[src/sv/idsc_pkg.sv]
// Shared types and constants for the incremental distinct substring counter.
// No dependencies; imported by every module of the block.
package idsc_pkg;

  // Default number of characters the text store holds
  localparam int unsigned DEPTH_DEFAULT = 1024;

  // Field widths fixed by the stream format
  localparam int unsigned CHAR_W  = 8;
  localparam int unsigned POS_W   = 11;
  localparam int unsigned TOTAL_W = 20;

  localparam logic [TOTAL_W-1:0] TOTAL_MAX = {TOTAL_W{1'b1}};

  // Control bits that travel with a character along the cell chain
  typedef struct packed {
    logic live;  // slot carries an accepted word
    logic drop;  // store was full at entry; touch no state
  } tok_ctl_t;

endpackage

[src/sv/idsc_tally.sv]
// Output stage: clamps the repeated-suffix length, forms the new count and
// keeps the saturating running total. Uses idsc_pkg.
module idsc_tally
  import idsc_pkg::*;
#(
  parameter int unsigned DEPTH = DEPTH_DEFAULT,
  localparam int unsigned LW = $clog2(DEPTH),
  localparam int unsigned CW = (LW > POS_W) ? LW : POS_W
) (
  input  logic               clk,
  input  logic               rst,
  input  logic               en,
  input  tok_ctl_t           ctl_in,
  input  logic [POS_W-1:0]   pos_in,
  input  logic [LW-1:0]      best_in,
  output logic               out_valid,
  output logic [POS_W-1:0]   new_count,
  output logic [TOTAL_W-1:0] total_count,
  output logic               overflow
);

  logic [TOTAL_W-1:0] total;
  logic [TOTAL_W-1:0] total_next;
  logic [CW-1:0]      best_w;
  logic [CW-1:0]      pos_w;
  logic [POS_W-1:0]   clamp;
  logic [POS_W-1:0]   fresh;
  logic [TOTAL_W:0]   sum;

  // Clamp to the word position, then add with saturation
  always_comb begin
    best_w     = CW'(best_in);
    pos_w      = CW'(pos_in);
    clamp      = (best_w > pos_w) ? pos_in : best_w[POS_W-1:0];
    fresh      = pos_in - clamp;
    sum        = {1'b0, total} + (TOTAL_W + 1)'(fresh);
    total_next = sum[TOTAL_W] ? TOTAL_MAX : sum[TOTAL_W-1:0];
  end

  // Advance valid and the running total
  always_ff @(posedge clk) begin
    if (rst) begin
      out_valid <= 1'b0;
      total     <= '0;
    end else if (en) begin
      out_valid <= ctl_in.live;
      if (ctl_in.live && !ctl_in.drop) begin
        total <= total_next;
      end
    end
  end

  // Load the result word
  always_ff @(posedge clk) begin
    if (en) begin
      new_count   <= ctl_in.drop ? '0 : fresh;
      total_count <= ctl_in.drop ? total : total_next;
      overflow    <= ctl_in.drop;
    end
  end

endmodule

[config.mk]
export PLATFORM = sky130hd
export DESIGN_NAME = idsc_tally
export DESIGN_NICKNAME = d
export VERILOG_FILES = /design/src/sv/idsc_pkg.sv /design/src/sv/idsc_tally.sv
export SDC_FILE = /design/constraint.sdc
export NUM_CORES = 1
export LEC_CHECK = 0
export ABC_CLOCK_PERIOD_IN_PS = 12000
export BUFFER_PORTS_ARGS = -buffer_cell sky130_fd_sc_hd__buf_2
export CAP_MARGIN = 20
export CORE_AREA = 4 4 128 106
export CTS_BUF_LIST = sky130_fd_sc_hd__clkbuf_16
export CTS_CLUSTER_DIAMETER = 80
export DETAILED_ROUTE_END_ITERATION = 6
export DIE_AREA = 0 0 132 110
export RECOVER_POWER = 25
export SETUP_SLACK_MARGIN = 0.02
export SLEW_MARGIN = 40
export SYNTH_ARGS = -nofsm -noshare
export SYNTH_HDL_FRONTEND = slang
export SYNTH_SLANG_ARGS = --single-unit
[constraint.sdc]
create_clock -name clk -period 12 [get_ports clk]
set_input_delay 2.4 -clock clk [delete_from_list [all_inputs] [get_ports clk]]
set_output_delay 2.4 -clock clk [all_outputs]
set_load 0.01 [all_outputs]
### Word level (Yosys, flattened, before mapping)

Cells that the tools add are included.

| storage, ports and cells | value |
|---|---|
| flip-flop bits (word level) | 53 |
| input bits | 26 |
| output and inout port bits | 33 |
| word-level logic and storage cells | 14 |

| cells by class | value |
|---|---|
| add/subtract/negate cells | 2 |
| $lt $le $gt $ge | 1 |
| mux-type cells | 3 |
| reductions and logical operators | 3 |

Operator list:

| cell | number |
|---|---|
| 20-bit two-way mux | 2 |
| 20-bit by 11-bit adder with 21-bit output | 1 |
| 10-bit by 11-bit > comparator with 1-bit output | 1 |
| 11-bit two-way mux | 1 |
| 11-bit subtractor | 1 |
| 2-bit AND reduction | 1 |
| 1-bit logical AND | 1 |
| 1-bit logical NOT | 1 |

### Longest topological paths before layout

Gate-level depths: netlist (run 1).

| logic depth | value |
|---|---|
| word-level depth | 6 |
| depth in mapped cells | 24 |
| mapped depth without buffers | 22 |

### Least setup slack after synthesis (run 1)

No wires, ideal clock.

| path | value |
|---|---|
| path kind | input port to flip-flop |
| start point | input port pos_in[4] |
| end point | register total_count[17] (data pin) |
| library setup time | 262 ps |
| data arrival time | 6,647 ps |
| data required time | 11,738 ps |
| path slack | 5,091 ps |
| cell stages on the path | 24 |
| path buffers | 2 |
| path through | inv_1 > ha_1 > a21oi_1 > nor2b_1 > o21ai_0 > o21ai_0 > o31ai_1 > buf_2 > mux2i_1 > ha_1 > fa_1 > nor2b_1 > o2111ai_1 > and3_1 > nor2_1 > xor2_1 > ha_1 > nand2_1 > o211ai_1 > a21oi_2 > or2_1 > buf_2 > nor4_1 > mux2_1 |

| between the ends | value |
|---|---|
| word-level cells in the longest chain between the ends | 6 |

RTL lines:

| what | RTL line | text |
|---|---|---|
| start: declaration | idsc_tally.sv:14 | `input logic [POS_W-1:0] pos_in,` |
| 10-bit by 11-bit > comparator with 1-bit output | idsc_tally.sv:34 | `clamp = (best_w > pos_w) ? pos_in : best_w[POS_W-1:0];` |
| 11-bit two-way mux | idsc_tally.sv:34 |  |
| 11-bit subtractor (*) | idsc_tally.sv:35 | `fresh = pos_in - clamp;` |
| net fresh[8] | idsc_tally.sv:27 | `logic [POS_W-1:0] fresh;` |
| 20-bit by 11-bit adder with 21-bit output (*) | idsc_tally.sv:36 | `sum = {1'b0, total} + (TOTAL_W + 1)'(fresh);` |
| 20-bit two-way mux (*) | idsc_tally.sv:37 | `total_next = sum[TOTAL_W] ? TOTAL_MAX : sum[TOTAL_W-1:0];` |
| 20-bit two-way mux (*) | idsc_tally.sv:57 | `total_count <= ctl_in.drop ? total : total_next;` |
| end signal: assignment | idsc_tally.sv:57 |  |
| end: declaration | idsc_tally.sv:18 | `output logic [TOTAL_W-1:0] total_count,` |

The timed path passes the listed nets; every way through them passes the cells marked *.
A chain may end at the register's enable or synchronous reset.

### Worst setup path in the final report (run 1)

| path | value |
|---|---|
| start point | input port pos_in[1] |
| end point | register total_count[4] (data pin) |

Same word-level chain as after synthesis.

==> impl_metrics.toml, run 1 <==
[drt]
first_pass_iters = 4
drt-initial-drc-count = 196
wl_um = 8330
postRouteAntennaNets = 0
wl_per_cell_um = 14.3
vias = 2947
viasPerCell = 5.05
drc_errors = 0

[sta]
post-route-min-period_ps = 7270
whs_ps = 486
skew_ps = 7.48
timing.fmax_mhz = 138
finalHoldViolCount = 0
fin_setup_tns_ps = 0
slew_viol_final = 80
maxSlewHeadroom_pct = -28.4
rsz0062_at_grt = "false"
finalSetupViolations = 0
tightest_slew_ps = 1930
fin_crit_sh_pct = 60.6

[floorplanning]
io_pins = 59
fp.dieH_um = 110
die_area_um2 = 14500
rows = 36
start_util_pct = 29.9
design.core.area_um2 = 12100
die_x_um = 132

[cts]
cts_sinks = 53
cts_buffers = 5
cts_hold_buf = 0
post_cts_resized = 0
clk-insertion-delay-late_ps = 290
cts_buffer_depth = 2
post-cts-setup-buffers = 0
cts.reportedPaths.clkPinSlew_ps = 70
cts_tree = "yes"
htree_levels = 2
cts_root_buffer = "clkbuf_16"

[yosys]
synth_warnings = 0
async_flop_share_pct = 0
yosys.area.top_type = "edfxtp_1"
netlist_top_cells_count = "33 x nor3_1, 32 x edfxtp_1, 31 x ha_1, 27 x a21oi_1, 25 x inv_1"
synth_nets = 436
yosysSeqAreaShare_pct = 38.1
yosys.area.top_type_share_pct = 26.5
ys_ff_latch = 53
synth_area_um2 = 3630
yosysUniqueCellTypes = 53
synth_flop_cell = "edfxtp_1"
syn_area_per_cell_um2 = 9.62
synth_enable_flop_cells = 32
syn_inst = 377
synthTopCellsByArea = "edfxtp_1 27%, dfxtp_1 12%, ha_1 11%"
yosysMostFrequentCell = "nor3_1"

[critical_path]
startpoint_type = "input pin"
cp.arrival_ps = 7380
path_class = "input pin to flop"
cp.required_ps = 12110
end_kind = "flop"
cp_max_fo = 13
critPathMaxStageDelay_ps = 540
crit_path_top_delay_cell = "a211oi_4"
worstPathCellList = "buf_2 > inv_1 > ha_1 > a21o_1 > a21oi_1 > o21ai_0 > o31ai_2 > buf_4 > mux2_2 > fa_1 > nor2b_1 > o2111ai_1 > and3_1 > nor2_1 > xor2_1 > ha_1 > nand2_1 > o311a_4 > a211oi_4 > buf_6 > nor3_1 > a21oi_1"

[placement]
place_area_um2 = 4070
place.port_buffers = 58
placed_cells = 576
dp_hpwl_um = 6240
gp_congestion = 0.839

[global_routing]
use_met3_pct = 2.22
grt_max_degree = 45
grt.total_usage_pct = 11.3
overflow = 0
grtUsageMet1_pct = 15.4
grt_pass1_wl_um = 13500
antenna_found_initial = 0
grt_pass1_vias = 2731
met2_usage_pct = 18.0
grt.busiest_layer = "met2"

[final_layout]
drive_gt1_share_pct = 20.1
post-route-cell-area_um2 = 4230
num_antenna_cells = 0
area_growth_pct = 16.8
final_cells = 584
fin_nets = 490

[status]
violations = "max-capacitance violations, max-slew violations"
status = "finished with violations"

[power_and_ir_drop]
peakVddDrop_v = 0.0000534
leakagePower_nw = 1.75
p_per_area_nw_per_um2 = 132

[worst_hold_path]
hold_path.class = "flop to flop"

[flow_run]
max_cap_viol_count = 2
-- where the power goes --
part | leakage [nW] | switching, mW | internal [mW]
clock | 0.0826 | 0.0631 | 0.0971
combinational | 1.19 | 0.106 | 0.0757
sequential | 0.485 | 0.00552 | 0.212
total | 1.75 | 0.175 | 0.385
-- stage by stage --
stage	power, mW	setup slack, ps	util, %
after floorplan	0.354	5090	-
after global placement	0.400	4470	33.5
after detailed placement	0.403	4490	33.6
after CTS	0.565	4770	35.0
after global routing	0.596	4280	34.9
final	0.560	4730	34.9
-- cell families (layout without fill, tap and decap cells) --
kind of cell    count (synthesis)  in the layout  share of synthesized area, %
simple gates                  123            123                          17.6
fa+ha+maj                      33             33                          11.8
compound gates                 96             96                          19.4
buf+inv                        39             94                          4.35
flops                          53             53                          38.1
xor+xnor                       17             17                          4.11
mux                            16             16                          4.62
-- final cells by class --
class                   count  area (um2)
well taps                 152         190
fillers                  1213        7880
clock buffers               5         125
flip-flops and latches     53        1380
clock inverters             3        37.5
repair buffers             61         314
inverters                  25        93.8
multi-input cells         285        2090
-- critical path, delay by kind of cell --
family / cells / cell delay (ps)
AO/OA/AOI/OAI: 8 / 1940
XOR/XNOR: 1 / 110
adder cells (fa/ha/maj): 3 / 1150
buffers and inverters: 4 / 670
multiplexers: 1 / 380
AND/OR/NAND/NOR: 5 / 730
-- placed cells by master (no fill, tap or decap), types with 3 or more instances in the layout --
| cell type | Yosys | final |
|---|---|---|
| o21ai_0 | 9 | 9 |
| a311oi_1 | 4 | 4 |
| mux2_1 | 4 | 4 |
| xnor2_1 | 11 | 11 |
| ha_1 | 31 | 31 |
| nand4_1 | 4 | 4 |
| o21a_1 | 5 | 5 |
| nand2_1 | 18 | 18 |
| nand3_1 | 7 | 7 |
| a21oi_2 | 3 | 3 |
| edfxtp_1 | 32 | 32 |
| nor2_1 | 20 | 20 |
| nor3_1 | 33 | 33 |
| a31oi_1 | 9 | 9 |
| a21oi_1 | 27 | 27 |
| dfxtp_1 | 21 | 21 |
| and3_1 | 4 | 4 |
| a21o_1 | 7 | 7 |
| clkbuf_16 | 0 | 5 |
| inv_1 | 25 | 26 |
| a211o_1 | 3 | 3 |
| nor2b_1 | 15 | 15 |
| a211oi_1 | 4 | 4 |
| o31a_1 | 3 | 3 |
| nand2b_1 | 3 | 3 |
| and2_1 | 5 | 5 |
| a211oi_2 | 7 | 7 |
| buf_2 | 3 | 56 |
| mux2i_1 | 10 | 10 |
| nor4_1 | 4 | 4 |
| xor2_1 | 6 | 6 |
-- state kept, by name, indices dropped and copies added, names as in the netlist --
name and count:
new_count 11, out_valid 1, overflow 1, total 20, total_count 20
-- path summary, 6_finish.rpt --
kind | start | slack, ps | to | cells after the start
worst max-delay path | pos_in[1] | 4730 | total_count[4]$_DFFE_PP_ | 22
worst min-delay path | out_valid$_SDFFE_PP0P_ | 490 | out_valid$_SDFFE_PP0P_ | 2
worst max register to register | total[1]$_SDFFE_PP0P_ | 9410 | total_count[17]$_DFFE_PP_ | 7
worst min register to register | out_valid$_SDFFE_PP0P_ | 490 | out_valid$_SDFFE_PP0P_ | 2
-- routing by layer --
metal	up-vias	wire (um)
met5	-	0
li1	1500	-
met1	1373	4000
met3	12	336
met4	0	147
met2	62	3850
Power figures use the tool's default switching activity.
==> inputs of run 2 (changes only) <==
--- a/config.mk
+++ b/config.mk
@@ -5,7 +5,7 @@
 export SDC_FILE = /design/constraint.sdc
 export NUM_CORES = 1
 export LEC_CHECK = 0
-export ABC_CLOCK_PERIOD_IN_PS = 12000
+export ABC_CLOCK_PERIOD_IN_PS = 5920
 export BUFFER_PORTS_ARGS = -buffer_cell sky130_fd_sc_hd__buf_2
 export CAP_MARGIN = 20
 export CORE_AREA = 4 4 128 106
==> constraint.sdc (replaced) <==
create_clock -name clk -period 5.92 [get_ports clk]
set_input_delay 1.184 -clock clk [delete_from_list [all_inputs] [get_ports clk]]
set_output_delay 1.184 -clock clk [all_outputs]
set_load 0.01 [all_outputs]
==> run 2 against run 1 <==
  * The flow still finishes with violations (max-capacitance violations, max-slew violations)
  * Setup slack worse by 4500 ps
  * Final cell count up 3.9%
  * Sequential power rose by 100%
  * Critical path depth up 2
  * Sequential share of layout area decreased by 2.0 points
  * Clock-buffer cell count unchanged
  * Global-route usage rose by 0.47 points
  * Die area is the same
  * Routed wire length increased by 6.5%
  * Worst hold slack got worse by 13 ps
  * Flip-flop and latch count unchanged
==> impl_metrics.toml, run 2 (synthesis results as in run 1) <==
[status]
status = "finished with violations"
violations = "max-capacitance violations, max-slew violations"

[critical_path]
path_class = "input pin to flop"
cp.arrival_ps = 5750
startpoint_type = "input pin"
end_kind = "flop"
cp_max_fo = 9
cp.required_ps = 5960
r2r_slack_ps = 3560

[drt]
wl_um = 8870
vias = 3033
wl_per_cell_um = 14.6
postRouteAntennaNets = 0
drc_errors = 0
viasPerCell = 5.00
first_pass_iters = 4
drt-initial-drc-count = 181

[final_layout]
num_antenna_cells = 0
fin_nets = 513
mostFrequentLayoutCells = "57 x buf_2, 32 x edfxtp_1, 30 x ha_1"
drive_gt1_share_pct = 27.9
post-route-cell-area_um2 = 4510
nFillCells = 1214
reg.largest.list = "total: 20 flops, total_count: 20 flops, new_count: 11 flops"
area_growth_pct = 24.4
final_common_cell = "buf_2"

[cts]
cts_sinks = 53
cts_root_buffer = "clkbuf_16"
cts_buffers = 5
cts_hold_buf = 0
cts_tree = "yes"
clk-insertion-delay-late_ps = 290
cts_buffer_depth = 2
cts.reportedPaths.clkPinSlew_ps = 70
htree_levels = 2

[power_and_ir_drop]
p_total_mw = 1.14
peakVddDrop_v = 0.000117
p_per_area_nw_per_um2 = 252
leakagePower_nw = 1.88

[sta]
slew_viol_final = 35
timing.fmax_mhz = 175
maxSlewHeadroom_pct = -22.3
setup_ws_ps = 211
post-route-min-period_ps = 5710
fin_crit_sh_pct = 96.4
finalHoldViolCount = 0
tightest_slew_ps = 1830
skew_ps = 6.87
whs_ps = 473
finalSetupViolations = 0

[placement]
dp_hpwl_um = 6600
dp_slack_ps = -177
place.port_buffers = 58
place_area_um2 = 4210
gp_congestion = 0.881

[floorplanning]
start_util_pct = 29.9
fp.dieH_um = 110
design.core.area_um2 = 12100
die_x_um = 132
io_pins = 59
die_area_um2 = 14500
rows = 36

[global_routing]
grt_pass1_wl_um = 14000
overflow = 0
antenna_found_initial = 0
grt.total_usage_pct = 11.8
grt_max_degree = 45
grt_pass1_vias = 2895

[worst_hold_path]
hold_path.class = "flop to flop"

[flow_run]
max_cap_viol_count = 1
## run 2: cell types whose count changed in the layout (fill, tap and decap cells not counted), moves of 2 or more
cell | previous run | this run
buf_12 | 0 | 2
nor3_1 | 33 | 29
nor3_2 | 0 | 4
o21ai_0 | 9 | 6
buf_4 | 2 | 23
o21ai_1 | 1 | 4
## run 2: final timing paths
path,endpoint,startpoint,depth (start not counted)
min,out_valid$_SDFFE_PP0P_,out_valid$_SDFFE_PP0P_,2
min reg2reg,out_valid$_SDFFE_PP0P_,out_valid$_SDFFE_PP0P_,2
max reg2reg,total_count[14]$_DFFE_PP_,total[0]$_SDFFE_PP0P_,8
max,total_count[8]$_DFFE_PP_,pos_in[8],24
## run 2: routing by layer
metal  vias to the layer above  global-route usage, %  wire length (um)
met5                         -                      0                 0
met4                         0                   3.67                90
met3                         6                   2.45               396
met2                        47                   20.2              4300
met1                      1431                   15.1              4090
li1                       1549                      -                 -
## run 2: worst max-delay path: stages
cell and delay (ps):
buf_2 100, inv_1 40, ha_1 310, a21o_1 180, a21o_1 210, nor2b_1 140, nor3_1 80, o31ai_2 60
buf_4 160, mux2_2 340, fa_1 420, nor2b_2 180, o2111ai_2 140, and3_4 230, nor2_1 120, xor2_1 250
ha_2 370, a21oi_2 160, and2_4 170, o311a_4 240, a211oi_4 80, buf_12 140, clkbuf_16 150, o31a_1 280
## run 2: per-stage QoR
step	std cells	util, %	setup TNS (ps)
2_1_floorplan	377	-	0
3_5_place_dp	593	34.7	-2870
3_3_place_gp	593	34.7	-46.2
5_1_grt	607	37.2	-52.5
6_report	607	37.2	0
4_1_cts	601	35.9	0
## run 2: final cells by class
class	count	area, um2	area share (%)
clock buffers	5	125	2.77
clock inverters	3	11.3	0.250
inverters	25	93.8	2.08
multi-input cells	285	2180	48.4
flip-flops and latches	53	1380	30.6
well taps	152	190	4.22
repair buffers	84	527	11.7
## run 2: what timing repair did
item | in CTS | in global routing
setup endpoints to repair | 0 | 34
gates resized for setup | 0 | 22
buffers inserted | 0 | 5
## run 2: power by group
group / switching (mW) / leakage [nW] / internal [mW] / total, mW
logic: 0.233 / 1.32 / 0.183 / 0.416
clock network: 0.127 / 0.0738 / 0.153 / 0.279
registers: 0.0114 / 0.485 / 0.430 / 0.441
total: 0.371 / 1.88 / 0.766 / 1.14
