File: config.mk
export PLATFORM = sky130hd
export DESIGN_NAME = idsc_cell
export DESIGN_NICKNAME = d
export VERILOG_FILES = /design/src/sv/idsc_pkg.sv /design/src/sv/idsc_cell.sv
export SDC_FILE = /design/constraint.sdc
export NUM_CORES = 1
export LEC_CHECK = 0
export ABC_CLOCK_PERIOD_IN_PS = 5500
export BUFFER_PORTS_ARGS = -buffer_cell sky130_fd_sc_hd__clkbuf_2
export CAP_MARGIN = 20
export CORE_AREA = 2 2 83 85
export DETAILED_ROUTE_END_ITERATION = 10
export DIE_AREA = 0 0 85 87
export PLACE_DENSITY = 0.71
export SYNTH_ARGS = -nofsm -noshare
export SYNTH_HDL_FRONTEND = slang
export SYNTH_SLANG_ARGS = --single-unit
export TNS_END_PERCENT = 30
File: constraint.sdc
create_clock -name clk -period 5.5 [get_ports clk]
set_clock_uncertainty 0.15 [all_clocks]
set_input_delay 1.1 -clock clk [delete_from_list [all_inputs] [get_ports clk]]
set_output_delay 1.1 -clock clk [all_outputs]
set_load 0.01 [all_outputs]
File: src/sv/idsc_pkg.sv
// Shared types and constants for the incremental distinct substring counter.
// No dependencies; imported by every module of the block.
package idsc_pkg;

  // Default number of characters the text store holds
  localparam int unsigned DEPTH_DEFAULT = 1024;

  // Field widths fixed by the stream format
  localparam int unsigned CHAR_W  = 8;
  localparam int unsigned POS_W   = 11;
  localparam int unsigned TOTAL_W = 20;

  localparam logic [TOTAL_W-1:0] TOTAL_MAX = {TOTAL_W{1'b1}};

  // Control bits that travel with a character along the cell chain
  typedef struct packed {
    logic live;  // slot carries an accepted word
    logic drop;  // store was full at entry; touch no state
  } tok_ctl_t;

endpackage

File: src/sv/idsc_cell.sv
// One cell of the suffix-match chain: holds one stored character and its
// common-suffix length, and passes the traveling character on. Uses idsc_pkg.
module idsc_cell
  import idsc_pkg::*;
#(
  parameter int unsigned DEPTH = DEPTH_DEFAULT,
  parameter int unsigned INDEX = 0,
  localparam int unsigned IW = $clog2(DEPTH + 1),
  localparam int unsigned LW = $clog2(DEPTH)
) (
  input  logic              clk,
  input  logic              rst,
  input  logic              en,
  input  tok_ctl_t          ctl_in,
  input  logic [CHAR_W-1:0] c_in,
  input  logic [POS_W-1:0]  pos_in,
  input  logic [IW-1:0]     idx_in,
  input  logic [LW-1:0]     prev_in,
  input  logic [LW-1:0]     max_in,
  output tok_ctl_t          ctl_out,
  output logic [CHAR_W-1:0] c_out,
  output logic [POS_W-1:0]  pos_out,
  output logic [IW-1:0]     idx_out,
  output logic [LW-1:0]     prev_out,
  output logic [LW-1:0]     max_out
);

  localparam logic [IW-1:0] MY_INDEX = IW'(INDEX);

  logic [CHAR_W-1:0] ch;
  logic [LW-1:0]     len;
  logic [LW-1:0]     len_next;
  logic [LW-1:0]     max_next;
  logic              act;
  logic              below;
  logic              at_end;

  // Work out this cell's new suffix length for the passing character
  always_comb begin
    act      = ctl_in.live && !ctl_in.drop;
    below    = MY_INDEX < idx_in;
    at_end   = MY_INDEX == idx_in;
    len_next = (ch == c_in) ? prev_in + 1'b1 : '0;
    max_next = (below && (len_next > max_in)) ? len_next : max_in;
  end

  // Update the cell state and the control bits of the outgoing slot
  always_ff @(posedge clk) begin
    if (rst) begin
      len     <= '0;
      ctl_out <= '0;
    end else if (en) begin
      ctl_out <= ctl_in;
      if (act && below) begin
        len <= len_next;
      end
    end
  end

  // Hand the payload to the next cell; store the character at the fill point
  always_ff @(posedge clk) begin
    if (en) begin
      c_out    <= c_in;
      pos_out  <= pos_in;
      idx_out  <= idx_in;
      prev_out <= len;
      max_out  <= max_next;
      if (act && at_end) begin
        ch <= c_in;
      end
    end
  end

endmodule

# Word level (Yosys, flattened, before mapping)
# Index checks and enable logic that the tools add are counted.
dict set report word_totals {
  ff_bits 70
  latch_bits 0
  mem_bits_rw 0
  mem_bits_ro 0
  in_bits 55
  output_inout_bits 52
  elab_cells 23
  mem_count 0
}
dict set report classes {
  addsub 1
  mul 0
  n_div 0
  order_cmp 2
  eq_ne 1
  n_shift 0
  mux 2
  n_bitwise 0
  reduce_logical 8
}
# operator n
set op_table {}
lappend op_table {{$mux W10} 2}
lappend op_table {{$logic_not A11 Y1} 1}
lappend op_table {{$lt A1 B11 Y1 const A} 1}
lappend op_table {{$add A10 B1 Y10 const B} 1}
lappend op_table {{$gt A10 B10 Y1} 1}
lappend op_table {{$eq A8 B8 Y1} 1}
lappend op_table {{$logic_and A1 B1 Y1} 4}
lappend op_table {{$reduce_and A2 Y1} 2}
lappend op_table {{$logic_not A1 Y1} 1}

# Logic depth before layout (Yosys ltp)
# Gate-level depths: netlist (run 1).
dict set report logic_depth {
  ltp_word 5
  depth_mapped 11
  mapped_depth_nobuf 10
}

# Least setup slack after synthesis (run 1)
# OpenSTA, ideal clock, no wires.
dict set report synth_path {
  path_kind {input to register}
  startpoint {input c_in[4]}
  endpoint {register max_out[1] (data pin)}
  setup_time_ps 260
  arrival_time_ps 3495
  required_time_ps 5090
  path_slack_ps 1595
  stages 10
  n_path_buf 1
  cell_sequence {xnor2_1 > nand4_1 > or2_0 > clkbuf_1 > nor2_1 > ha_1 > a211oi_2 > nor2_1 > o41ai_4 > mux2_2}
}
dict set report synth_via {
  elab_chain_cells 5
}
# item line_no
set synth_rtl {}
lappend synth_rtl {{start, declared} idsc_cell.sv:15} ;# input logic [CHAR_W-1:0] c_in,
lappend synth_rtl {{$eq A8 B8 Y1} idsc_cell.sv:43} ;# len_next = (ch == c_in) ? prev_in + 1'b1 : '0;
lappend synth_rtl {{$mux W10} idsc_cell.sv:43}
lappend synth_rtl {{named net len_next[7]} idsc_cell.sv:32} ;# logic [LW-1:0] len_next;
lappend synth_rtl {{$gt A10 B10 Y1} idsc_cell.sv:44} ;# max_next = (below && (len_next > max_in)) ? len_next : max_in;
lappend synth_rtl {{$logic_and A1 B1 Y1} idsc_cell.sv:44}
lappend synth_rtl {{$mux W10} idsc_cell.sv:44}
lappend synth_rtl {{named net max_next[1]} idsc_cell.sv:33} ;# logic [LW-1:0] max_next;
lappend synth_rtl {{end signal, assigned} idsc_cell.sv:67} ;# max_out <= max_next;
lappend synth_rtl {{end, declared} idsc_cell.sv:25} ;# output logic [LW-1:0] max_out
# The timed path passes the listed nets, and every way through them passes these cells.
# A chain may end at the register's enable or synchronous reset.

# Worst setup path after layout (run 1)
dict set report layout_path {
  startpoint {input c_in[7]}
  endpoint {register max_out[1] (data pin)}
}
# Same word-level chain as after synthesis.

==> metrics.yaml, run 1 <==
outcome: "finished, final reports clean"
clock_power_share_pct: 38.5
clk_latency_ns: 0.34
cellLeakagePower_nw: 1.61
n_antenna_cell: 0
yosys_warnings: 0
ctsHtreeMaxLevel: 3
power.switching_mw: 0.250
total_power_mw: 1.15
busiest_layer: "met2"
worst_path_max_delay_cell: "o41ai_4"
drt_pass1_iterations: 4
nNetsFinal: 380
grt_pass1_wl_mm: 8.66
ctsHoldBuffers: 0
cts_tree: "yes"
holdCritPathClass: "flop to flop"
first_iter_violations: 57
p_per_area_nw_per_um2: 309
grt.total_usage_pct: 15.3
post-route-drc-count: 0
cp_common_cell: "nor2_1"
die_y_um: 87
synth-edff-count: 58
setup_tns_ns: 0
synthAdderAreaFrac_pct: 4.78
cap_violations: 0
synthMuxAreaShare_pct: 4.91
avgSynthCellArea_sq_um: 14.5
hold_viol: 0
clockBufferDepth: 2
pre_cts_slack_ns: 1.06
ir_drop_v: 0.000224
grtUsageMet1_pct: 19.3
p_int_mw: 0.901
synth.distinct_cells: 30
grt_overflow: 0
worstPathArrival_ns: 3.99
synth_compound_area_share_pct: 4.65
p_seq_share_pct: 53.0
path_class: "input port to flop"
fin_crit_sh_pct: 73.7
initial_utilization_pct: 43.8
slew_viol_final: 0
vias_per_cell: 4.81
cpPeakStageDelay_ns: 0.73
place_congestion: 0.867
fin_crit_ns: 4.05
rsz0062_at_grt: "no"
synth_top_family_by_area: "simple AND/OR/NAND/NOR gates"
routed_wl_mm: 5.53
synth-simple-area-share_pct: 9.91
antenna_found_initial: 0
async_reset_ff_share_pct: 0
syn_nets: 264
p_comb_share_pct: 8.5
cp_top_family: "compound AO/OA/AOI/OAI gates"
netlist_instances: 198
numCtsBuffers: 9
ys_ff_latch: 70
dr_total_vias: 1920
clk_pin_slew_ns: 0.07
post_cts_buffers: 0
ant_nets: 0
syn_area_sq_um: 2880
wl_per_cell_um: 13.9
synth_xor_area_share_pct: 4.87
setup_ws_ns: 1.45
cts.sinks: 70
root_buffer: "clkbuf_8"
crit_buf_inv: 1
cp_cell_sequence: "clkbuf_2, xnor2_1, nand4_1, or2_0, nor2_1, ha_1, a211oi_2, nor2_1, o41ai_4, mux2_2"
grt_max_degree: 54
seq_area_frac_synth_pct: 68.9
num_io_pins: 107
drive_above_1_share_pct: 42.3
grtUsageMet2_pct: 24.6
critPathMaxFanout: 10
worstSetupEndpointType: "flop"
coreArea_sq_um: 6570
p_sw_share_pct: 21.7
dp_hpwl_mm: 4.12
final_util_pct: 56.7
synth_ff_type: "edfxtp_1"
dieArea_sq_um: 7400
die_width_um: 85
grt_pass1_vias: 1843
post_cts_resized: 0
areaGrowthSynthToFinish_pct: 29.4
worstPathRequired_ns: 5.44
relSlewSlack_pct: 50.1
clock.fmax_ghz: 0.247
core.rowCount: 30
grt_util_met3_pct: 4.83
tightest_slew_ns: 0.746
setup_viol: 0
start_kind: "input port"
portBuffers: 106
## per-stage QoR
step	instances	hold WS [ns]	area, sq um
floorplan	198	0.251	2880
CTS	399	0.276	3720
global route	399	0.294	3720
finish	399	0.276	3720
detailed placement	383	0.263	3510
global placement	383	0.259	3510
## Yosys cell counts, drive strengths merged (2+ instances only)
cell type,number,area (sq um)
edfxtp,58,1740
nor2,14,52.6
xnor2,13,114
dfxtp,12,240
inv,12,45.0
ha,11,138
mux2,9,101
a21oi,8,40.0
nand2,7,26.3
nor3,6,30.0
nand3,5,25.0
nand4,5,31.3
or3,5,31.3
a22o,4,35.0
and3,4,25.0
mux2i,4,40.0
nor2b,4,25.0
xor2,3,26.3
clkbuf,2,7.51
nor4,2,12.5
or2,2,12.5
## worst register-to-register path: stages (launching register included)
cell and delay [ns]:
edfxtp_1 0.40, xnor2_1 0.16, nand4_1 0.19, or2_0 0.40, nor2_1 0.27, ha_1 0.30, a211oi_2 0.22, nor2_1 0.09
o41ai_4 0.73, mux2_2 0.41
## kinds of logic after synthesis
kind of cell,Yosys count
xor gates and xnor gates,16
muxes,13
DFF,70
buffers and inverters,15
AOI/OAI and AO/OA,17
adders and majority gates,11
and+or+nand+nor,56
## power by group through the flow
stage / registers, mW / clock network, mW / logic [mW]
2_1_floorplan: 0.638 / 0 / 0.0221
3_3_place_gp: 0.622 / 0 / 0.0984
3_5_place_dp: 0.622 / 0 / 0.100
4_1_cts: 0.610 / 0.459 / 0.100
5_1_grt: 0.612 / 0.480 / 0.109
6_report: 0.610 / 0.443 / 0.0984
## area by class of cell
type / instances / area [sq um]
Clock buffer: 10 / 128
Clock inverter: 6 / 86.3
Fill cell: 555 / 2840
Inverter: 12 / 45.0
Multi-Input combinational cell: 113 / 838
Sequential cell: 70 / 1980
Tap cell: 80 / 100
Timing Repair Buffer: 108 / 546
## registers in the layout, indices dropped and copies added (netlist names)
name	flops
idx_out	11
pos_out	11
len	10
max_out	10
prev_out	10
c_out	8
ch	8
ctl_out	2
## placed cells by master, fill, tap and decap left out, types with 5 or more instances in the layout
cell type	synthesis	routed
ha_1	11	11
nand2_1	7	7
nor2_1	14	14
nor3_1	6	6
clkbuf_2	0	106
or3_1	5	5
inv_1	12	12
clkbuf_8	0	9
edfxtp_1	58	58
nand3_1	5	5
nand4_1	5	5
dfxtp_1	12	12
mux2_2	9	9
a21oi_1	8	8
xnor2_1	13	13
## worst paths after layout
| check | startpoint | endpoint | slack [ns] | depth (start not counted) |
|---|---|---|---|---|
| worst max-delay path | c_in[7] | max_out[1] | 1.45 | 10 |
| worst max register to register | ch[2] | max_out[1] | 1.92 | 9 |
| worst min-delay path | len[8] | prev_out[8] | 0.28 | 0 |
| worst min register to register | len[8] | prev_out[8] | 0.28 | 0 |
## routing by layer
| layer | vias to the layer above | share of wire, % | wire length (um) |
|---|---|---|---|
| li1 | 966 | - | - |
| met1 | 883 | 44 | 2410 |
| met2 | 63 | 49 | 2700 |
| met3 | 8 | 6.2 | 344 |
| met4 | 0 | 1.4 | 80 |
| met5 | - | 0 | 0 |
No activity file was read; power rests on OpenSTA's default activity.
==> run 2: changes to the inputs <==
- ABC_CLOCK_PERIOD_IN_PS: 5500 -> 3500
- CORE_AREA: 2 2 83 85 -> 2 2 84 86
- DIE_AREA: 0 0 85 87 -> 0 0 86 88
- PLACE_DENSITY: 0.71 -> 0.72
- clock period: 5.5 -> 3.5 ns (I/O delays scaled with it)
==> metrics.yaml, run 2 (synthesized netlist as in run 1, its figures left out) <==
nNetsFinal: 396  # +4.2%
worstSetupEndpointType: "flop"
critPathMaxFanout: 10  # unchanged
initial_utilization_pct: 43.3  # -0.50 points
drive_above_1_share_pct: 45.1  # +2.8 points
placed_cells: 399  # +4.2%
total_power_mw: 1.84  # +60%
relSlewSlack_pct: 54.9  # +4.8 points
cp_cell_sequence: "clkbuf_2, xnor2_1, nand4_1, or2_0, nor2_1, ha_1, a21oi_1, a21oi_1, o41ai_4, buf_4, mux2_2"
fin_crit_sh_pct: 93.5
post-route-drc-count: 0  # unchanged
top_regs: "idx_out: 11 flops, pos_out: 11 flops"
cpPeakStageDelay_ns: 0.41  # -0.32 ns
cp_top_family: "simple AND/OR/NAND/NOR gates"
final_common_cell: "clkbuf_2"
dp_hpwl_mm: 4.47  # +8.4%
rsz0062_at_grt: "no"
clock.fmax_ghz: 0.306
cts_tree: "yes"
worstPathArrival_ns: 3.22  # -0.77 ns
outcome: "finished, final reports clean"
portBuffers: 106  # unchanged
cap_violations: 0  # unchanged
core.rowCount: 30  # unchanged
cellLeakagePower_nw: 1.69  # +5.0%
hold_viol: 0  # unchanged
wl_per_cell_um: 14.0  # +0.75%
drt_pass1_iterations: 4  # unchanged
die_width_um: 86  # +1.2%
root_buffer: "clkbuf_8"
design_area_sq_um: 3850  # +3.4%
grt_pass1_vias: 1891  # +2.6%
placed_area_sq_um: 3630  # +3.4%
ant_nets: 0  # unchanged
dr_total_vias: 2026  # +5.5%
tightest_slew_ns: 0.676  # -0.0701 ns
clk_pin_slew_ns: 0.08  # about the same
worstPathRequired_ns: 3.45  # -1.99 ns
num_io_pins: 107  # unchanged
coreArea_sq_um: 6640  # +1.1%
clockBufferDepth: 2  # unchanged
antenna_found_initial: 0  # unchanged
place_congestion: 0.813  # -6.1%
setup_viol: 0  # unchanged
worst_path_max_delay_cell: "or2_0"
cts.sinks: 70  # unchanged
crit_buf_inv: 2  # +1
first_iter_violations: 66  # +16%
path_class: "input port to flop"
numCtsBuffers: 9  # unchanged
p_per_area_nw_per_um2: 478  # +55%
routed_wl_mm: 5.79  # +4.8%
slew_viol_final: 0  # unchanged
holdCritPathClass: "flop to flop"
ctsHtreeMaxLevel: 3  # unchanged
ir_drop_v: 0.000207  # -7.7%
die_y_um: 88  # +1.1%
timing.hold.ws_ns: 0.282  # +0.00687 ns
fillCellCount: 560  # +0.90%
ctsHoldBuffers: 0  # unchanged
grt_max_degree: 53  # -1.9%
vias_per_cell: 4.88  # +1.5%
ff_latch_area_sq_um: 1980  # unchanged
start_kind: "input port"
post_cts_resized: 0  # unchanged
layout.cells.non_filler: 415  # +4.0%
fin_crit_ns: 3.27
grt_overflow: 0  # unchanged
clk_latency_ns: 0.34  # about the same
post_cts_buffers: 0  # unchanged
multi_input_area_sq_um: 838  # unchanged
grt.total_usage_pct: 15.4  # +0.045 points
dieArea_sq_um: 7570  # +2.3%
n_antenna_cell: 0  # unchanged
areaGrowthSynthToFinish_pct: 33.9
grt_pass1_wl_mm: 8.81  # +1.8%
cp_common_cell: "a21oi_1"
final_util_pct: 58.0  # +1.3 points
mostFrequentLayoutCells: "106 x clkbuf_2, 58 x edfxtp_1, 18 x buf_4"
==> run 2: worst paths after layout <==
| kind | to | from | slack [ns] | cells past startpoint |
|---|---|---|---|---|
| worst max-delay path | max_out[8] | c_in[7] | 0.23 | 11 |
| worst min-delay path | prev_out[2] | len[2] | 0.28 | 0 |
| worst max register to register | max_out[8] | ch[4] | 0.29 | 10 |
| worst min register to register | prev_out[2] | len[2] | 0.28 | 0 |
==> run 2: per-layer routing <==
| layer | vias up | track usage, % | part of all wire [%] |
|---|---|---|---|
| met4 | 0 | 8.66 | 1.9 |
| met5 | - | 0 | 0 |
| met3 | 12 | 3.58 | 6.7 |
| met1 | 940 | 19.3 | 43 |
| li1 | 999 | - | - |
| met2 | 75 | 24.6 | 48 |
==> run 2: cell type report <==
| cell class | instances | area share [%] |
|---|---|---|
| tap | 80 | 2.60 |
| timing repair buffer | 124 | 17.3 |
| clock inverter | 6 | 2.44 |
| multi-input combinational | 113 | 21.8 |
| sequential | 70 | 51.4 |
| clock buffer | 10 | 3.31 |
| inverter | 12 | 1.17 |
==> run 2: where the power goes <==
part	internal, mW	switching [mW]
Sequential	0.947	0.0110
Clock	0.408	0.315
Combinational	0.0724	0.0890
Total	1.43	0.415
==> run 2: stage by stage <==
step                worst slack, ns  setup TNS, ns
detailed placement           -0.135          -1.01
global placement            -0.0244         -0.123
finish                        0.227              0
global route                 0.0338              0
floorplan                    0.0799              0
CTS                           0.243              0
==> run 3: changes to the inputs <==
- CORE_AREA: 2 2 84 86 -> 2 2 65 112
- DIE_AREA: 0 0 86 88 -> 0 0 67 114
- MAX_ROUTING_LAYER: unset -> met4
==> metrics.yaml, run 3 (synthesized netlist as in run 1, its figures left out) <==
layout.cells.non_filler: 417  # +0.48%
num_io_pins: 107  # unchanged
path_class: "input port to flop"
cp_top_family: "compound AO/OA/AOI/OAI gates"
grt_pass1_wl_mm: 9.43  # +7.0%
clockBufferDepth: 2  # unchanged
die_y_um: 114  # +30%
grt.total_usage_pct: 17.7  # +2.3 points
p_seq_share_pct: 50.4  # -1.6 points
clock_power_share_pct: 41.0  # +1.8 points
coreArea_sq_um: 6810  # +2.4%
fillCellCount: 622  # +11%
crit_end: "max_out[9]"
cp_cell_sequence: "clkbuf_2, xnor2_1, nand4_1, buf_4, nor3_1, ha_1, a21o_1, nand3_1, a21oi_1, o41ai_4, buf_4, mux2_2"
cts.sinks: 70  # unchanged
post-route-drc-count: 0  # unchanged
dp_hpwl_mm: 4.70  # +5.1%
clk_latency_ns: 0.33  # about the same
slew_viol_final: 0  # unchanged
p_int_mw: 1.49  # +4.6%
cp_common_cell: "buf_4"
fin_crit_sh_pct: 91.6  # -1.9 points
design_area_sq_um: 3880  # +0.75%
setup_viol: 0  # unchanged
clk_pin_slew_ns: 0.05  # -0.03 ns
root_buffer: "clkbuf_16"
outcome: "finished, final reports clean"
tightest_slew_ns: 0.660  # -0.0154 ns
antenna_found_initial: 0  # unchanged
r2r_slack_ns: 0.36  # +0.07 ns
worst_path_max_delay_cell: "o41ai_4"
vias_per_cell: 4.88  # about the same
worstReg2RegEnd: "max_out[9]"
final_common_cell: "clkbuf_2"
cts_tree: "yes"
hold_depth: 0  # unchanged
die_width_um: 67  # -22%
portBuffers: 106  # unchanged
dieArea_sq_um: 7640  # +0.92%
ctsHtreeMaxLevel: 3  # unchanged
post_cts_resized: 0  # unchanged
worstSetupEndpointType: "flop"
r2r-start: "ch[2]"
p_per_area_nw_per_um2: 491  # +2.7%
r2r_cells: 11  # +1
wl_per_cell_um: 14.8  # +6.1%
setup_tns_ns: 0  # unchanged
grt_pass1_vias: 2035  # +7.6%
relSlewSlack_pct: 56.0  # +1.0 points
final_util_pct: 57.0  # -0.96 points
ff_latch_area_sq_um: 1980  # unchanged
worstPathRequired_ns: 3.43  # -0.02 ns
multi_input_area_sq_um: 838  # unchanged
critPathMaxFanout: 6  # -4
first_iter_violations: 131  # +98%
cap_violations: 0  # unchanged
initial_utilization_pct: 42.3  # -1.0 points
mostFrequentLayoutCells: "106 x clkbuf_2, 58 x edfxtp_1, 16 x buf_4"
clock.fmax_ghz: 0.312  # +2.0%
crit_buf_inv: 3  # +1
routed_wl_mm: 6.18  # +6.6%
holdCritPathClass: "flop to flop"
place_congestion: 0.861  # +5.8%
nNetsFinal: 394  # -0.51%
rsz0062_at_grt: "no"
ir_drop_v: 0.000413  # +100%
top_regs: "idx_out: 11 flops, pos_out: 11 flops"
core.rowCount: 40  # +33%
p_comb_share_pct: 8.6  # -0.2 points
ant_nets: 0  # unchanged
ctsHoldBuffers: 0  # unchanged
n_antenna_cell: 0  # unchanged
grt_max_degree: 53  # unchanged
cpPeakStageDelay_ns: 0.35  # -0.06 ns
start_kind: "input port"
power.switching_mw: 0.412  # -0.62%
cellLeakagePower_nw: 1.69  # about the same
p_sw_share_pct: 21.6  # -0.88 points
drt_pass1_iterations: 4  # unchanged
placed_cells: 401  # +0.50%
numCtsBuffers: 9  # unchanged
fin_crit_ns: 3.21  # -0.0654 ns
timing.hold.ws_ns: 0.262  # -0.0209 ns
post_cts_buffers: 0  # unchanged
worstSetupStartpoint: "c_in[7]"
cp.depth: 12  # +1
drive_above_1_share_pct: 43.8  # -1.2 points
dr_total_vias: 2036  # +0.49%
grt_overflow: 0  # unchanged
hold_viol: 0  # unchanged
placed_area_sq_um: 3620  # -0.28%
areaGrowthSynthToFinish_pct: 34.9
worstPathArrival_ns: 3.14  # -0.08 ns
-- run 3: cell count changes in the layout (fill, tap and decap cells not counted), sizes merged --
cell / previous run / this run
buf: 18 / 16
bufinv: 2 / 0
clkbuf: 116 / 117
clkinv: 1 / 3
clkinvlp: 1 / 2
inv: 14 / 12
-- run 3: worst min-delay path by stage --
| stage | slack [ns] | end | startpoint |
|---|---|---|---|
| after floorplan | 0.25 | prev_out[6] | len[6] |
| after global routing | 0.27 | prev_out[9] | len[9] |
| after global placement | 0.26 | prev_out[9] | len[9] |
| after detailed placement | 0.26 | prev_out[9] | len[9] |
| final | 0.26 | prev_out[9] | len[9] |
| after CTS | 0.26 | prev_out[9] | len[9] |
-- run 3: final cells by class --
class	instances	area share, %
clock buffer	11	6.00
inverter	12	1.16
timing repair buffer	122	16.8
clock inverter	5	0.709
multi-input combinational	113	21.6
tap	84	2.71
sequential	70	51.1
-- run 3: power groups by stage --
stage,sequential (mW),clock (mW),combinational (mW)
after floorplan,1.00,0,0.0347
after global placement,0.976,0,0.162
after detailed placement,0.978,0,0.166
after CTS,0.962,0.804,0.167
after global routing,0.964,0.835,0.180
final,0.961,0.781,0.163
-- run 3: worst register-to-register path, stage by stage, from the launching register on --
cell and delay (ns):
edfxtp_1 0.40, xnor2_1 0.16, nand4_1 0.15, buf_4 0.17, nor3_1 0.29, ha_1 0.31, a21o_1 0.19, nand3_1 0.08
a21oi_1 0.10, o41ai_4 0.35, buf_4 0.21, mux2_2 0.34
-- run 3: metal layers --
metal / wire length, um / share of wire, % / vias to the layer above / global-route usage [%]
met3: 383 / 6.2 / 21 / 5.13
met5: 0 / 0 / - / -
li1: - / - / 992 / -
met4: 231 / 3.7 / 0 / 10.9
met2: 3340 / 54 / 80 / 29.5
met1: 2220 / 36 / 943 / 17.7
-- run 3: per-stage QoR --
step | total power, mW | worst slack (ns)
floorplan | 1.04 | 0.0799
global placement | 1.14 | 0.0324
detailed placement | 1.14 | -0.0672
CTS | 1.93 | 0.275
global route | 1.98 | 0.114
finish | 1.91 | 0.292
